## config.mk

```make
export PLATFORM = sky130hd
export DESIGN_NAME = glyph_3bit_rle_decoder_unit
export DESIGN_NICKNAME = d
export VERILOG_FILES = /design/src/g3rle_pkg.sv /design/src/g3rle_front.sv /design/src/g3rle_queue.sv /design/src/g3rle_back.sv /design/src/glyph_3bit_rle_decoder_unit.sv
export SDC_FILE = /design/constraint.sdc
export NUM_CORES = 1
export LEC_CHECK = 0
export ABC_AREA = 1
export BUFFER_PORTS_ARGS = -buffer_cell sky130_fd_sc_hd__clkbuf_2
export CORE_UTILIZATION = 50
export CTS_CLUSTER_DIAMETER = 120
export DETAILED_ROUTE_END_ITERATION = 8
export GPL_TIMING_DRIVEN = 0
export PLACE_DENSITY = 0.74
export SYNTH_ARGS = -nofsm -noshare
export SYNTH_HDL_FRONTEND = slang
export SYNTH_SLANG_ARGS = --single-unit
```

## constraint.sdc

```tcl
create_clock -name clk -period 11.1 [get_ports clk]
set_input_delay 2.775 -clock clk [delete_from_list [all_inputs] [get_ports clk]]
set_output_delay 2.775 -clock clk [all_outputs]
set_load 0.01 [all_outputs]
```

## src/g3rle_pkg.sv

```systemverilog
package g3rle_pkg;

    localparam int RESULTS_MAX = 3;
    localparam int SLOT_W      = $clog2(RESULTS_MAX);
    localparam int COUNT_W     = $clog2(RESULTS_MAX + 1);
    localparam int QUEUE_DEPTH = 2;
    localparam int QPTR_W      = $clog2(QUEUE_DEPTH);
    localparam int QCNT_W      = $clog2(QUEUE_DEPTH + 1);

    typedef struct packed {
        logic [7:0] gray;
        logic [9:0] run_length;
        logic       glyph_done;
        logic       last_of_input;
    } result_t;

    // All results of one byte, packed from slot 0 upward
    typedef struct packed {
        result_t [RESULTS_MAX-1:0] slot;
        logic [COUNT_W-1:0]        count;
    } record_t;

endpackage

```

## src/g3rle_front.sv

```systemverilog
module g3rle_front
    import g3rle_pkg::*;
(
    input  logic            clk,
    input  logic            rst_n,
    input  logic            take,
    input  logic [7:0]      data_byte,
    input  logic            cfg_valid,
    input  logic [15:0]     cfg_data,
    output record_t         rec,
    output logic            rec_valid
);

    localparam logic [2:0] ESC_CODE       = 3'd7;
    localparam int         BASE_ONE       = 7;
    localparam int         BASE_TWO       = 14;
    localparam int         BASE_SHORT     = 21;
    localparam int         BASE_LONG      = 84;
    localparam logic [9:0] RUN_OFS_ONE    = 10'd1;
    localparam logic [9:0] RUN_OFS_TWO    = 10'(BASE_ONE + 1);
    localparam logic [9:0] RUN_OFS_THREE  = 10'(BASE_TWO + 1);
    localparam logic [9:0] RUN_OFS_SHORT  = 10'(BASE_SHORT + 1);
    localparam logic [9:0] RUN_OFS_LONG   = 10'(BASE_LONG + 1);

    typedef enum logic [2:0] {
        ESC_IDLE,
        ESC_PFX1,
        ESC_PFX2,
        ESC_PFX3,
        ESC_SHORT_LO,
        ESC_SHORT_HI,
        ESC_LONG_LO,
        ESC_LONG_REST
    } esc_state_t;

    typedef struct packed {
        esc_state_t  stage;
        logic [8:0]  digits;
        logic        emit;
        logic [7:0]  gray;
        logic [9:0]  run;
    } step_t;

    function automatic logic [7:0] palette(input logic [2:0] code);
        logic [7:0] g;
        case (code)
            3'd0:    g = 8'h00;
            3'd1:    g = 8'h5F;
            3'd2:    g = 8'h7F;
            3'd3:    g = 8'h9F;
            3'd4:    g = 8'hBF;
            3'd5:    g = 8'hDF;
            3'd6:    g = 8'hFF;
            default: g = 8'h00;
        endcase
        return g;
    endfunction

    function automatic step_t esc_step(input esc_state_t stage, input logic [8:0] digits,
                                       input logic [2:0] code);
        step_t o;
        logic  fin;
        o.stage  = stage;
        o.digits = digits;
        o.emit   = 1'b0;
        o.gray   = 8'h00;
        o.run    = 10'd0;
        fin      = 1'b0;
        case (stage)
            ESC_IDLE:
            begin
                if (code == ESC_CODE)
                begin
                    o.stage = ESC_PFX1;
                end
                else
                begin
                    o.emit = 1'b1;
                    o.gray = palette(code);
                    o.run  = 10'd1;
                end
            end
            ESC_PFX1:
            begin
                if (code == 3'd0)
                    o.stage = ESC_PFX2;
                else
                begin
                    o.run = {7'd0, code} + RUN_OFS_ONE;
                    fin   = 1'b1;
                end
            end
            ESC_PFX2:
            begin
                if (code == 3'd0)
                    o.stage = ESC_PFX3;
                else
                begin
                    o.run = {7'd0, code} + RUN_OFS_TWO;
                    fin   = 1'b1;
                end
            end
            ESC_PFX3:
            begin
                if (code == 3'd0)
                begin
                    o.stage  = ESC_SHORT_LO;
                    o.digits = 9'd0;
                end
                else
                begin
                    o.run = {7'd0, code} + RUN_OFS_THREE;
                    fin   = 1'b1;
                end
            end
            ESC_SHORT_LO:
            begin
                o.digits = {6'd0, code};
                o.stage  = ESC_SHORT_HI;
            end
            ESC_SHORT_HI:
            begin
                if (code == 3'd0 && digits[2:0] == 3'd0)
                    o.stage = ESC_LONG_LO;
                else
                begin
                    o.run = {4'd0, code, digits[2:0]} + RUN_OFS_SHORT;
                    fin   = 1'b1;
                end
            end
            ESC_LONG_LO:
            begin
                o.digits = {6'd0, code};
                o.stage  = ESC_LONG_REST;
            end
            ESC_LONG_REST:
            begin
                // bit 8 marks that the middle digit is in
                if (!digits[8])
                    o.digits = {1'b1, 2'b00, code, digits[2:0]};
                else
                begin
                    o.run = {1'b0, code, digits[5:0]} + RUN_OFS_LONG;
                    fin   = 1'b1;
                end
            end
            default:
            begin
                o.stage  = ESC_IDLE;
                o.digits = 9'd0;
            end
        endcase
        if (fin)
        begin
            o.emit   = 1'b1;
            o.stage  = ESC_IDLE;
            o.digits = 9'd0;
        end
        return o;
    endfunction

    esc_state_t  stage_reg, stage_next;
    logic [8:0]  digits_reg, digits_next;
    logic [1:0]  cnt_reg, cnt_next;
    logic [1:0]  lo_reg, lo_next;
    logic [15:0] pixels_done_reg, pixels_done_next;
    logic [15:0] pixel_total_reg;

    logic [9:0]  buf_in;
    logic        three;
    step_t       st0, st1, st2, st_last;
    logic [2:0]  e, hit, keep;
    logic        exh, any_done;
    logic [15:0] rem;
    logic [10:0] prior1, prior2;
    logic [11:0] s0, s1, s2, sum_all;
    logic [15:0] rm0, rm1, rm2;
    result_t     res [RESULTS_MAX];
    record_t     rec_c;
    logic [COUNT_W-1:0] n;

    always_comb
    begin
        case (cnt_reg)
            2'd0:    buf_in = {2'b00, data_byte};
            2'd1:    buf_in = {1'b0, data_byte, lo_reg[0]};
            default: buf_in = {data_byte, lo_reg};
        endcase
    end

    assign three = (cnt_reg != 2'd0);

    assign st0 = esc_step(stage_reg, digits_reg, buf_in[2:0]);
    assign st1 = esc_step(st0.stage, st0.digits, buf_in[5:3]);
    assign st2 = esc_step(st1.stage, st1.digits, buf_in[8:6]);

    assign e = {st2.emit & three, st1.emit, st0.emit};

    assign exh = (pixels_done_reg >= pixel_total_reg);
    assign rem = pixel_total_reg - pixels_done_reg;

    // running totals of the runs emitted before and including each code
    assign prior1  = e[0] ? {1'b0, st0.run} : 11'd0;
    assign prior2  = prior1 + (e[1] ? {1'b0, st1.run} : 11'd0);
    assign s0      = {2'd0, st0.run};
    assign s1      = {1'b0, prior1} + {2'd0, st1.run};
    assign s2      = {1'b0, prior2} + {2'd0, st2.run};
    assign sum_all = {1'b0, prior2} + (e[2] ? {2'd0, st2.run} : 12'd0);

    assign hit[0] = e[0] & (exh | ({4'd0, s0} >= rem));
    assign hit[1] = e[1] & (exh | ({4'd0, s1} >= rem));
    assign hit[2] = e[2] & (exh | ({4'd0, s2} >= rem));

    assign keep[0] = e[0];
    assign keep[1] = e[1] & ~hit[0];
    assign keep[2] = e[2] & ~hit[0] & ~hit[1];

    assign any_done = |(hit & keep);

    assign rm0 = rem;
    assign rm1 = rem - {5'd0, prior1};
    assign rm2 = rem - {5'd0, prior2};

    always_comb
    begin
        res[0].gray          = st0.gray;
        res[0].run_length    = exh ? 10'd1 : (hit[0] ? rm0[9:0] : st0.run);
        res[0].glyph_done    = hit[0];
        res[0].last_of_input = 1'b0;
        res[1].gray          = st1.gray;
        res[1].run_length    = exh ? 10'd1 : (hit[1] ? rm1[9:0] : st1.run);
        res[1].glyph_done    = hit[1];
        res[1].last_of_input = 1'b0;
        res[2].gray          = st2.gray;
        res[2].run_length    = exh ? 10'd1 : (hit[2] ? rm2[9:0] : st2.run);
        res[2].glyph_done    = hit[2];
        res[2].last_of_input = 1'b0;
    end

    // pack kept results into consecutive slots
    always_comb
    begin
        rec_c = '0;
        n     = '0;
        for (int k = 0; k < RESULTS_MAX; k++)
        begin
            if (keep[k])
            begin
                rec_c.slot[SLOT_W'(n)] = res[k];
                n = n + 1'b1;
            end
        end
        rec_c.count = n;
        if (n != '0)
            rec_c.slot[SLOT_W'(n - 1'b1)].last_of_input = 1'b1;
    end

    assign rec       = rec_c;
    assign rec_valid = take && (rec_c.count != '0);

    assign st_last = three ? st2 : st1;

    always_comb
    begin
        if (any_done)
        begin
            stage_next       = ESC_IDLE;
            digits_next      = 9'd0;
            cnt_next         = 2'd0;
            lo_next          = 2'd0;
            pixels_done_next = 16'd0;
        end
        else
        begin
            stage_next       = st_last.stage;
            digits_next      = st_last.digits;
            pixels_done_next = pixels_done_reg + {4'd0, sum_all};
            case (cnt_reg)
                2'd0:
                begin
                    cnt_next = 2'd2;
                    lo_next  = buf_in[7:6];
                end
                2'd1:
                begin
                    cnt_next = 2'd0;
                    lo_next  = 2'd0;
                end
                default:
                begin
                    cnt_next = 2'd1;
                    lo_next  = {1'b0, buf_in[9]};
                end
            endcase
        end
    end

    always_ff @(posedge clk or negedge rst_n)
    begin
        if (!rst_n)
        begin
            stage_reg       <= ESC_IDLE;
            digits_reg      <= 9'd0;
            cnt_reg         <= 2'd0;
            lo_reg          <= 2'd0;
            pixels_done_reg <= 16'd0;
            pixel_total_reg <= 16'd1;
        end
        else
        begin
            if (take)
            begin
                stage_reg       <= stage_next;
                digits_reg      <= digits_next;
                cnt_reg         <= cnt_next;
                lo_reg          <= lo_next;
                pixels_done_reg <= pixels_done_next;
            end
            if (cfg_valid)
                pixel_total_reg <= cfg_data;
        end
    end

endmodule

```

## src/g3rle_queue.sv

```systemverilog
module g3rle_queue
    import g3rle_pkg::*;
(
    input  logic    clk,
    input  logic    rst_n,
    input  logic    wr_en,
    input  record_t wr_data,
    input  logic    rd_en,
    output record_t rd_data,
    output logic    full,
    output logic    avail
);

    record_t             entry_reg [QUEUE_DEPTH];
    logic [QPTR_W-1:0]   wr_ptr_reg, rd_ptr_reg;
    logic [QCNT_W-1:0]   count_reg;

    assign full    = (count_reg == QCNT_W'(QUEUE_DEPTH));
    assign avail   = (count_reg != '0);
    assign rd_data = entry_reg[rd_ptr_reg];

    always_ff @(posedge clk)
    begin
        if (wr_en)
            entry_reg[wr_ptr_reg] <= wr_data;
    end

    always_ff @(posedge clk or negedge rst_n)
    begin
        if (!rst_n)
        begin
            wr_ptr_reg <= '0;
            rd_ptr_reg <= '0;
            count_reg  <= '0;
        end
        else
        begin
            if (wr_en)
                wr_ptr_reg <= (wr_ptr_reg == QPTR_W'(QUEUE_DEPTH - 1)) ? '0 : wr_ptr_reg + 1'b1;
            if (rd_en)
                rd_ptr_reg <= (rd_ptr_reg == QPTR_W'(QUEUE_DEPTH - 1)) ? '0 : rd_ptr_reg + 1'b1;
            case ({wr_en, rd_en})
                2'b10:   count_reg <= count_reg + 1'b1;
                2'b01:   count_reg <= count_reg - 1'b1;
                default: count_reg <= count_reg;
            endcase
        end
    end

endmodule

```

## src/g3rle_back.sv

```systemverilog
module g3rle_back
    import g3rle_pkg::*;
(
    input  logic        clk,
    input  logic        rst_n,
    input  record_t     head,
    input  logic        head_avail,
    output logic        head_pop,
    input  logic        pop,
    output logic        empty,
    output logic [7:0]  gray,
    output logic [7:0]  alpha,
    output logic [9:0]  run_length,
    output logic        glyph_done,
    output logic        last_of_input
);

    logic              out_valid_reg;
    result_t           out_reg;
    logic [SLOT_W-1:0] idx_reg;
    logic              load;
    logic              last_slot;
    result_t           cur;

    assign load      = head_avail && (!out_valid_reg || pop);
    assign last_slot = (COUNT_W'(idx_reg) == head.count - 1'b1);
    assign head_pop  = load && last_slot;

    always_comb
    begin
        cur = head.slot[0];
        for (int k = 0; k < RESULTS_MAX; k++)
        begin
            if (idx_reg == SLOT_W'(k))
                cur = head.slot[k];
        end
    end

    always_ff @(posedge clk)
    begin
        if (load)
            out_reg <= cur;
    end

    always_ff @(posedge clk or negedge rst_n)
    begin
        if (!rst_n)
        begin
            out_valid_reg <= 1'b0;
            idx_reg       <= '0;
        end
        else
        begin
            if (load)
            begin
                out_valid_reg <= 1'b1;
                idx_reg       <= last_slot ? '0 : idx_reg + 1'b1;
            end
            else if (pop)
                out_valid_reg <= 1'b0;
        end
    end

    assign empty         = !out_valid_reg;
    assign gray          = out_reg.gray;
    assign alpha         = (out_reg.gray != 8'h00) ? 8'hFF : 8'h00;
    assign run_length    = out_reg.run_length;
    assign glyph_done    = out_reg.glyph_done;
    assign last_of_input = out_reg.last_of_input;

endmodule

```

## src/glyph_3bit_rle_decoder_unit.sv

```systemverilog
// Channel   Handshake              Payload
// input     push / full            data_byte[7:0]
// result    empty / pop            gray, alpha, run_length[9:0], glyph_done, last_of_input
// config    cfg_valid / cfg_ready  cfg_data[15:0] (pixel_total)
//
// A byte is parsed and clipped against the pixel total in the cycle it is taken.
// Its 0 to 3 results go through a two-entry record queue to the output register,
// one result per cycle while the output is popped.
// A result passes a queue entry and then the output register. cfg_ready is always high.
// Async reset clears parse state, pixel count, queue and output; pixel_total = 1.
module glyph_3bit_rle_decoder_unit
    import g3rle_pkg::*;
(
    input  logic        clk,
    input  logic        rst_n,
    input  logic        push,
    output logic        full,
    input  logic [7:0]  data_byte,
    output logic        empty,
    input  logic        pop,
    output logic [7:0]  gray,
    output logic [7:0]  alpha,
    output logic [9:0]  run_length,
    output logic        glyph_done,
    output logic        last_of_input,
    input  logic        cfg_valid,
    output logic        cfg_ready,
    input  logic [15:0] cfg_data
);

    logic    take;
    record_t rec;
    logic    rec_valid;
    record_t head;
    logic    head_avail;
    logic    head_pop;

    assign cfg_ready = 1'b1;
    assign take      = push && !full;

    g3rle_front u_front (
        .clk       (clk),
        .rst_n     (rst_n),
        .take      (take),
        .data_byte (data_byte),
        .cfg_valid (cfg_valid && cfg_ready),
        .cfg_data  (cfg_data),
        .rec       (rec),
        .rec_valid (rec_valid)
    );

    g3rle_queue u_queue (
        .clk     (clk),
        .rst_n   (rst_n),
        .wr_en   (rec_valid),
        .wr_data (rec),
        .rd_en   (head_pop),
        .rd_data (head),
        .full    (full),
        .avail   (head_avail)
    );

    g3rle_back u_back (
        .clk           (clk),
        .rst_n         (rst_n),
        .head          (head),
        .head_avail    (head_avail),
        .head_pop      (head_pop),
        .pop           (pop),
        .empty         (empty),
        .gray          (gray),
        .alpha         (alpha),
        .run_length    (run_length),
        .glyph_done    (glyph_done),
        .last_of_input (last_of_input)
    );

    // a full record queue means the output already holds a result
    a_full_has_output: assert property (@(posedge clk) disable iff (!rst_n)
        full |-> !empty)
        else $error("record queue full while output empty");

    // glyph end drops the rest of the byte
    a_done_ends_byte: assert property (@(posedge clk) disable iff (!rst_n)
        (!empty && glyph_done) |-> last_of_input)
        else $error("glyph_done on a result that is not last of its byte");

    a_run_nonzero: assert property (@(posedge clk) disable iff (!rst_n)
        !empty |-> (run_length != 10'd0))
        else $error("zero run length");

    // a record with no result never enters the queue
    a_no_empty_record: assert property (@(posedge clk) disable iff (!rst_n)
        rec_valid |-> (rec.count != '0) && take)
        else $error("empty record written");

endmodule

```

==> run_results.csv <==
group,metric,value,unit
floorplanning,initial_core_util,51.1,%
clock_network,numCtsBuffers,17,
logic_synthesis,syn_nets,2164,
place,hpwl,37500,µm
floorplanning,num_rows,63,
grt,grt_usage,30.5,%
logic_synthesis,dominantRegCellSynth,"edfxtp_1",
critical_path,crit_fanout,10,
logic_synthesis,synth_edf_count,116,
sta,rsz0062_at_grt,"false",
job,drv_cap,0,
critical_path,cpPeakStageDelay,380,ps
clock_network,root_buffer,"clkbuf_16",
logic_synthesis,ys_ff_latch,169,
finish,regArea,4810,µm²
grt,grt_pass1_vias,13500,
grt,grt_overflow,0,
logic_synthesis,synth_top_family_by_area,"simple AND/OR/NAND/NOR gates",
detailed_routing,drt_first_iter_violations,1428,
sta,period_needed,10610,ps
finish,nNetsFinal,2246,
sta,hold_slack,472,ps
floorplanning,die_w,176,µm
logic_synthesis,synth_compound_area_share,15.6,%
logic_synthesis,yosys_warnings,0,
floorplanning,io_pins,60,
logic_synthesis,synth_top_area_share,22.9,%
detailed_routing,viasPerCell,5.73,
logic_synthesis,syn_area,15200,µm²
logic_synthesis,synth_simple_gate_area_share,23.6,%
logic_synthesis,avgSynthCellArea,7.71,µm²
finish,multi_input_area,9030,µm²
grt,grt_max_degree,54,
floorplanning,fp.dieArea,31100,µm²
sta,finalHoldViolations,0,
critical_path,critPathBufInv,10,
detailed_routing,wire_per_inst,19.0,µm
detailed_routing,dr.pass1.iters,6,
logic_synthesis,synth_xor_area_share,4.32,%
logic_synthesis,synthAdderAreaFrac,14.2,%
sta,slew_violations,0,
logic_synthesis,ys_seq_area_share,31.6,%
grt,antenna_found_initial,0,
clock_network,max-clock-path-buffers,2,
finish,area_delta_synth_final,9.96,%
finish,largest_register_ffs,100,
critical_path,required,11280,ps
critical_path,crit_path_top_delay_cell,"ha_1",
detailed_routing,drc,0,
critical_path,cp-start-kind,"input port",
sta,slew-limit-headroom,26.1,%
finish,final_cells,2458,
pwr,powerDensity,315,nW/µm²
critical_path,worstPathArrival,10800,ps
critical_path,critPathCaptureType,"flip-flop",
clock_network,cts_tree,"yes",
logic_synthesis,yosys-top-cells-count,"391 x nand2_1, 288 x inv_1, 177 x nor2_1",
place,dp.cells,2423,
finish,fill_cells,2812,
sta,min_period_over_period,95.6,%
min_path,hp-class,"reg -> reg",
sta,max_freq,94.2,MHz
clock_network,clock_sinks,169,
logic_synthesis,muxShareOfSynthArea,1.18,%
detailed_routing,num_vias,14100,
place,placement.io_buffers,57,
floorplanning,dieHeight,176,µm
logic_synthesis,syn_inst,1973,
finish,fin_util,56.2,%
clock_network,h-tree-depth,4,
logic_synthesis,synth_area_leaders,"edfxtp_1 23%, ha_1 12%, nand2_1 9.6%",
pwr,p_leak,8.03,nW
floorplanning,core,29800,µm²
finish,n_antenna_cell,0,
finish,drive_above_1_share,11.6,%
logic_synthesis,synth_area_leader_cell,"edfxtp_1",
grt,grt_pass1_wl,72800,µm
sta,worstMarginPinSlew,1100,ps
pwr,vdd_ir_drop_max,0.137,mV
logic_synthesis,synth_most_common_cell,"nand2_1",
detailed_routing,ant_nets,0,
outcome,status,"completed",
clock_network,clkTransAtPathRegs,70,ps
critical_path,critical_path_class,"in -> reg",
logic_synthesis,synthArstFlopShare,31.4,%
critical_path,critPathTopFamily,"compound AO/OA/AOI/OAI gates",
sta,setup_viol,0,
logic_synthesis,yosys.cell_types.count,67,
detailed_routing,drt-total-wl,46600,µm
place,place_congestion,0.984,
clock_network,ctsHoldBuffers,0,
sta,skew,14.8,ps
clock_network,clk-insertion-delay-late,450,ps
[layout make-up]
| type | count | share of cell area (%) |
|---|---|---|
| Sequential cell | 169 | 28.7 |
| Clock inverter | 15 | 0.964 |
| Inverter | 309 | 6.96 |
| Multi-Input combinational cell | 1441 | 54.0 |
| Buffer | 54 | 1.73 |
| Timing Repair Buffer | 63 | 2.18 |
| Tap cell | 390 | 2.92 |
| Clock buffer | 17 | 2.54 |
[cells in the final DEF (no fill, tap or decap), drive strengths merged, types with 27 or more instances in the layout]
master and n:
nand2 412, dfrtp 52, edfxtp 116, a21oi 140, clkbuf 102, xor2 54, nand4 27, o21ai 111
inv 307, buf 32, nand3 131, o22ai 41, ha 145, nor2 190
[per-layer routing]
layer	track usage, %	share of wire [%]	vias to the layer above
met1	39.3	43	6614
met3	4.03	6.6	115
met2	51.6	47	557
met4	12.5	3.7	0
met5	0	0	-
li1	-	-	6804
[kinds of logic (layout without fill, tap and decap cells)]
kind of cell    Yosys count  after routing
simple gates            800            800
compound gates          387            387
buf+inv                 363            458
flops                   169            169
fa+ha+maj               162            162
xor+xnor                 75             75
mux                      16             16
other cells               1              1
[path summary, 6_finish.rpt]
check	startpoint	endpoint	slack, ps	cells after the start
max	data_byte[0]	u_queue.entry_reg[1][7]$_DFFE_PP_	490	47
max reg2reg	u_front.cnt_reg[1]$_DFFE_PN0P_	u_queue.entry_reg[1][7]$_DFFE_PP_	1990	45
min	u_queue.wr_ptr_reg$_DFFE_PN0P_	u_queue.wr_ptr_reg$_DFFE_PN0P_	470	2
min in group asynchronous	rst_n	u_front.stage_reg[0]$_DFFE_PN0P_	2430	1
min reg2reg	u_queue.wr_ptr_reg$_DFFE_PN0P_	u_queue.wr_ptr_reg$_DFFE_PN0P_	470	2
max in group asynchronous	rst_n	u_front.pixel_total_reg[3]$_DFFE_PN0P_	8090	1
[repair_timing]
item                       4_1_cts  5_1_grt
gates resized for setup          3       14
buffers inserted                 1        2
cloned                           0        0
setup endpoints to repair       80      124
pin swaps                        1        2
[where the power goes]
| group | internal [mW] | total (mW) | switching (mW) |
|---|---|---|---|
| Sequential | 1.05 | 1.13 | 0.0869 |
| Clock | 0.300 | 0.599 | 0.299 |
| Combinational | 1.15 | 3.54 | 2.39 |
[metrics by stage]
step	setup TNS, ps	cell area, µm²	setup WS, ps	total power [mW]
after floorplan	0	15200	587	3.56
after global placement	-177150	16000	-2350	4.46
after detailed placement	-40670	16100	-717	4.58
after CTS	0	16700	60.3	5.19
after global routing	0	16700	37.4	5.69
final	0	16700	488	5.27
[worst reg2reg max path: cells and delay by family (launching register included)]
kind	cells	cell delay, ps
AOI/OAI and AO/OA	13	2390
and+or+nand+nor	15	2150
buffers and inverters	10	1860
adders and majority gates	5	1520
DFF	1	480
xor gates and xnor gates	2	440
Power figures use the tool's default switching activity.
